$ cat src/psbc_div.sv
// Shared signed-by-unsigned divider, restoring, one quotient bit per cycle.
module psbc_div #(
   parameter int DVD_W = 27,
   parameter int DVS_W = 11,
   parameter int Q_W   = 16
) (
   input  logic                    clock,
   input  logic                    reset,
   input  logic                    start,
   input  logic signed [DVD_W-1:0] dividend,
   input  logic [DVS_W-1:0]        divisor,
   output logic                    done,
   output logic signed [Q_W-1:0]   quotient
);

   localparam int STEP_W = $clog2(DVD_W);
   localparam logic [STEP_W-1:0] LAST_STEP = STEP_W'(DVD_W - 1);

   logic              busy_ff, busy_in;
   logic              done_ff, done_in;
   logic              neg_ff, neg_in;
   logic [STEP_W-1:0] step_ff, step_in;
   logic [DVD_W-1:0]  q_ff, q_in;
   logic [DVS_W-1:0]  rem_ff, rem_in;
   logic [DVS_W-1:0]  dvs_ff, dvs_in;

   logic [DVD_W-1:0]  dvd_mag;
   logic [DVS_W:0]    rem_sh;
   logic [DVS_W:0]    rem_diff;
   logic              fits;
   logic [Q_W-1:0]    q_mag;

   // magnitude of the dividend; the most negative value maps onto 2^(DVD_W-1)
   assign dvd_mag = dividend[DVD_W-1] ? (~dividend + 1'b1) : dividend;

   // one restoring step
   assign rem_sh   = {rem_ff, q_ff[DVD_W-1]};
   assign rem_diff = rem_sh - {1'b0, dvs_ff};
   assign fits     = rem_sh >= {1'b0, dvs_ff};

   always_comb begin
      busy_in = busy_ff;
      done_in = 1'b0;
      neg_in  = neg_ff;
      step_in = step_ff;
      q_in    = q_ff;
      rem_in  = rem_ff;
      dvs_in  = dvs_ff;
      if (start) begin
         busy_in = 1'b1;
         neg_in  = dividend[DVD_W-1];
         step_in = '0;
         q_in    = dvd_mag;
         rem_in  = '0;
         dvs_in  = divisor;
      end else if (busy_ff) begin
         q_in    = {q_ff[DVD_W-2:0], fits};
         rem_in  = fits ? rem_diff[DVS_W-1:0] : rem_sh[DVS_W-1:0];
         step_in = step_ff + 1'b1;
         if (step_ff == LAST_STEP) begin
            busy_in = 1'b0;
            done_in = 1'b1;
         end
      end
   end

   always_ff @(posedge clock) begin
      if (reset) begin
         busy_ff <= 1'b0;
         done_ff <= 1'b0;
      end else begin
         busy_ff <= busy_in;
         done_ff <= done_in;
      end
      neg_ff  <= neg_in;
      step_ff <= step_in;
      q_ff    <= q_in;
      rem_ff  <= rem_in;
      dvs_ff  <= dvs_in;
   end

   // quotient truncates toward zero: apply the sign to the magnitude
   assign q_mag    = q_ff[Q_W-1:0];
   assign quotient = neg_ff ? (~q_mag + 1'b1) : q_mag;
   assign done     = done_ff;

endmodule

$ cat config.mk
export PLATFORM = sky130hd
export DESIGN_NAME = psbc_div
export DESIGN_NICKNAME = d
export VERILOG_FILES = /design/src/psbc_div.sv
export SDC_FILE = /design/constraint.sdc
export NUM_CORES = 1
export LEC_CHECK = 0
export BUFFER_PORTS_ARGS = -buffer_cell sky130_fd_sc_hd__clkbuf_2
export CORE_MARGIN = 2
export CORE_UTILIZATION = 42
export DETAILED_ROUTE_END_ITERATION = 10
export PLACE_DENSITY = 0.62
export SYNTH_ARGS = -nofsm -noshare
export SYNTH_HDL_FRONTEND = slang
export SYNTH_SLANG_ARGS = --single-unit
$ cat constraint.sdc
create_clock -name clock -period 2.5 [get_ports clock]
set_clock_uncertainty 0.2 [all_clocks]
set_input_delay 0.25 -clock clock [delete_from_list [all_inputs] [get_ports clock]]
set_output_delay 0.25 -clock clock [all_outputs]
set_load 0.01 [all_outputs]
### Word-level counts from Yosys, hierarchy flattened

Index checks and enable logic that the tools add are counted.

* flip-flop bits (word level): 57
* logic and storage cells: 27
* output and inout port bits: 17

* multiplexer cells: 9
* bitwise operators: 3
* reductions and logical operators: 2
* add/subtract/negate cells: 4
* order comparisons: 1
* equality and inequality tests: 1

Operator list (count)
* 27-bit 2-to-1 mux: 3
* 27-bit by 1-bit adder with 27-bit output (second input constant): 1
* 27-bit NOT: 1
* 16-bit by 1-bit adder with 16-bit output (second input constant): 1
* 16-bit 2-to-1 mux: 1
* 16-bit NOT: 1
* 12-bit by 11-bit >= comparator with 1-bit output: 1
* 11-bit 2-to-1 mux: 1
* 11-bit subtractor: 1
* 5-bit by 1-bit adder with 5-bit output (second input constant): 1
* 5-bit equality test (second input constant): 1
* 1-bit 2-to-1 mux: 4
* 3-bit OR reduction: 1
* 2-bit nonzero test: 1
* 1-bit NOT: 1

### Depth between registers and ports, before layout

* depth in word-level cells: 4
* depth in mapped cells: 11

### Worst setup path after synthesis

No wires, ideal clock.

* path type: register to register
* from: register dvs_ff[0]
* to: register rem_ff[10]
* setup time: 60 ps
* buffers on the path: 0
* arrival: 2268 ps
* required time: 2240 ps
* slack: -28 ps
* cell stages (with the launch flop): 9
* path through: edfxtp_1 ha_1 fa_1 nor2b_1 o31a_1 o21ai_0 a21o_1 or4b_2 nand2_1

* cells in the longest elaborated chain, start to end: 2
* elaborated cells on any way between the ends: 3
* classes of those cells: add/sub: 1; order compare: 1; mux: 1

RTL lines
* start: declaration: RTL line 25 `logic [DVS_W-1:0] dvs_ff, dvs_in;`
* start signal: assignment: RTL line 79 `dvs_ff <= dvs_in;`
* 11-bit subtractor / 12-bit by 11-bit >= comparator with 1-bit output (equally long branches): RTL line 38, 39
* 11-bit 2-to-1 mux (*): RTL line 58 `rem_in = fits ? rem_diff[DVS_W-1:0] : rem_sh[DVS_W-1:0];`
* end signal: assignment: RTL line 78 `rem_ff <= rem_in;`
* end: declaration: RTL line 24 `logic [DVS_W-1:0] rem_ff, rem_in;`

Mark *: on every way between the ends. The rest lies on a longest branch, timed or not.
A chain may end at the register's enable or synchronous reset.

### Worst setup path after layout

* from: register q_ff[1]
* to: output quotient[15]

* cells in the longest elaborated chain, start to end: 3

RTL lines
* start: declaration: RTL line 23 `logic [DVD_W-1:0] q_ff, q_in;`
* start signal: assignment: RTL line 77 `q_ff <= q_in;`
* 16-bit NOT: RTL line 84 `assign quotient = neg_ff ? (~q_mag + 1'b1) : q_mag;`
* 16-bit by 1-bit adder with 16-bit output: RTL line 84
* 16-bit 2-to-1 mux: RTL line 84
* end: declaration: RTL line 13 `output logic signed [Q_W-1:0] quotient`

No other way between the ends.

==> impl_metrics.json <==
{
  "clk_pin_slew_ps": 60,
  "vias": 3078,
  "worstSkewPairLatency_ps": 340,
  "wl_per_cell_um": 14.5,
  "yosys.area.top_type": "edfxtp_1",
  "multi_input_area_um2": 2100,
  "synth_area_um2": 3620,
  "worstPathCellList": "nor3_2 > nand2_1 > or3_4 > or4_4 > o31ai_4 > xnor2_1 > buf_2",
  "pin_count": 58,
  "port_buffers": 57,
  "holdWs_ps": 73.1,
  "first_pass_iters": 4,
  "critPathArrivalTime_ps": 2420,
  "ir_drop_mv": 0.299,
  "dpl.hpwl_mm": 5.84,
  "grt_max_degree": 63,
  "tritoncts": "built",
  "cp-end-kind": "primary output",
  "clock_path_buffers": 2,
  "areaGrowthSynthToFinish_pct": 31.8,
  "final_cell_area_um2": 4780,
  "finalSetupViolCount": 9,
  "syn_area_per_cell_um2": 9.67,
  "slew_headroom_pct": 55.0,
  "nFillCells": 741,
  "grtUsageTotal_pct": 18.2,
  "cts.htree.levels": 3,
  "crit_type": "flop to primary output",
  "async_flop_share_pct": 0,
  "seq_area_frac_synth_pct": 42.3,
  "p_leak_nw": 1.93,
  "synth.area.top_cells": "edfxtp_1 (32%), dfxtp_1 (9.9%), xor2_1 (6.5%), ha_1 (5.2%), xnor2_1 (5.1%)",
  "yosysWarnings": 0,
  "drt_iter0_drc": 108,
  "grt_pass1_vias": 2974,
  "status": "finished, violations left",
  "synth-edff-count": 39,
  "hold_violations": 0,
  "violations": "setup timing",
  "finalCritPeriodShare_pct": 115,
  "grt_remaining_overflow": 0,
  "yosysTopAreaCellShare_pct": 32.3,
  "cts_buffers": 9,
  "final_max_slew_viol_count": 0,
  "cts-root-buf": "clkbuf_8",
  "min_period_ps": 2870,
  "gp_congestion": 0.825,
  "cp.required_ps": 2050,
  "nets": 534,
  "grt_antenna_before_repair": 0,
  "antennaDiodeCount": 0,
  "die_h_um": 96.9,
  "setup_ws_ps": -372,
  "yosysUniqueCellTypes": 49,
  "fin_util_pct": 57.6,
  "start_util_pct": 43.7,
  "synthFlopType": "edfxtp_1",
  "rsz0062_at_grt": "yes",
  "dpl_worst_slack_ps": -301,
  "slowest_stage": "or4_4",
  "yosys_register_bits": 57,
  "power.density_nw_per_um2": 565,
  "holdCritPathClass": "input port to flop",
  "start_kind": "flop",
  "tns_ps": -2310,
  "synth_fp_nets": 432,
  "cap_violations": 0,
  "chipWidth_um": 96.9,
  "routed_wl_mm": 8.49,
  "fmax_ghz": 0.348,
  "dieArea_um2": 9390,
  "viasPerCell": 5.24,
  "worstMarginPinSlew_ps": 675,
  "worst-path-max-fanout": 3,
  "clock-sinks": 57,
  "dpl-instance-area_um2": 4220,
  "layout-drive-gt1-share_pct": 30.9,
  "seq_area_um2": 1530,
  "drc": 0,
  "synthCells": 375,
  "grt_pass1_wl_mm": 14.0,
  "critical-path-max-stage-delay_ps": 470,
  "ant_nets": 0,
  "row_count": 33,
  "core_region_area_um2": 8300
}
-- flip-flops by register name (all words and copies together) (netlist names) --
register  flops
busy_ff       1
done          1
dvs_ff       11
neg_ff        1
q_ff         27
rem_ff       11
step_ff       5
-- worst paths after layout --
kind                                   from           end  slack (ps)  depth (start not counted)
worst min register to register    rem_ff[1]     rem_ff[1]         280                          2
worst max register to register    dvs_ff[0]     rem_ff[3]          20                          8
worst min-delay path            dividend[0]       q_ff[0]          70                          3
worst max-delay path                q_ff[1]  quotient[15]        -370                          7
-- routing by layer --
metal / GRT usage (%) / part of all wire, %
met1: 23.8 / 47
met2: 29.2 / 47
met3: 3.25 / 3.9
met4: 8.56 / 1.9
met5: 0 / 0
-- worst max-delay path, delay by kind of cell (launching register included) --
kind | cells | cell delay, ps
and+or+nand+nor | 4 | 1130
xor gates and xnor gates | 1 | 160
DFF | 1 | 410
AOI/OAI and AO/OA | 1 | 240
buffers and inverters | 1 | 150
-- final cells by class --
class,instances,area share (%)
Multi-Input combinational cell,282,43.9
Sequential cell,57,32.1
Timing Repair Buffer,108,15.4
Clock buffer,14,3.61
Tap cell,105,2.75
Inverter,19,1.49
Clock inverter,2,0.733
-- logic make-up after synthesis --
group / count (synthesis) / synth area share, %
compound gates: 95 / 18.3
fa+ha+maj: 16 / 5.73
mux: 6 / 1.93
xor+xnor: 48 / 11.6
flops: 57 / 42.3
simple gates: 117 / 16.3
buf+inv: 36 / 3.94
-- what timing repair did --
action                                  4_1_cts  5_1_grt
endpoints found under the hold margin        13        0
setup buffers                                 5        6
pin swaps                                    12       12
endpoints found under the setup margin       14       20
resized for setup                            22       23
hold buffers                                 12        0
cloned                                        0        0
-- synth_stat cells, drive strengths merged (3+ instances only) --
| cell type | instances |
|---|---|
| nor2 | 45 |
| edfxtp | 39 |
| a21oi | 29 |
| xor2 | 27 |
| nand2 | 23 |
| o21ai | 21 |
| xnor2 | 21 |
| inv | 19 |
| dfxtp | 18 |
| ha | 15 |
| o31ai | 13 |
| clkbuf | 11 |
| nand2b | 9 |
| or3 | 8 |
| nor3 | 7 |
| o41ai | 7 |
| buf | 6 |
| or4 | 6 |
| mux2 | 5 |
| a211oi | 4 |
| a32oi | 4 |
| nand4 | 4 |
| nor4 | 4 |
| o21a | 4 |
| nand3 | 3 |
| nand3b | 3 |
-- stage by stage --
stage	total power, mW	cells
floorplan	1.52	375
global placement	1.73	550
detailed placement	1.74	550
CTS	2.70	582
global route	2.84	587
finish	2.70	587
-- report_power, final --
group	switching [mW]	internal, mW	total [mW]
clock	0.361	0.541	0.902
sequential	0.0700	1.11	1.18
combinational	0.317	0.304	0.621
-- cells in the final DEF (no fill, tap or decap), types with 3 or more instances in the layout --
master / instances
xnor2_1: 21
nor3_1: 5
inv_1: 17
clkbuf_2: 50
xor2_1: 27
buf_2: 7
clkbuf_8: 12
nand2_1: 22
o31ai_1: 10
or4_1: 4
nor2_1: 44
or3_1: 6
buf_4: 33
dlygate4sd3_1: 12
o21ai_0: 16
dfxtp_1: 18
nand4_1: 4
a21oi_1: 29
o21a_1: 4
o21ai_1: 3
nand2b_1: 9
ha_1: 13
nand3b_1: 3
o41ai_2: 4
buf_6: 4
edfxtp_1: 39
mux2_2: 3
a32oi_1: 4
No activity file was read; power rests on OpenSTA's default activity.
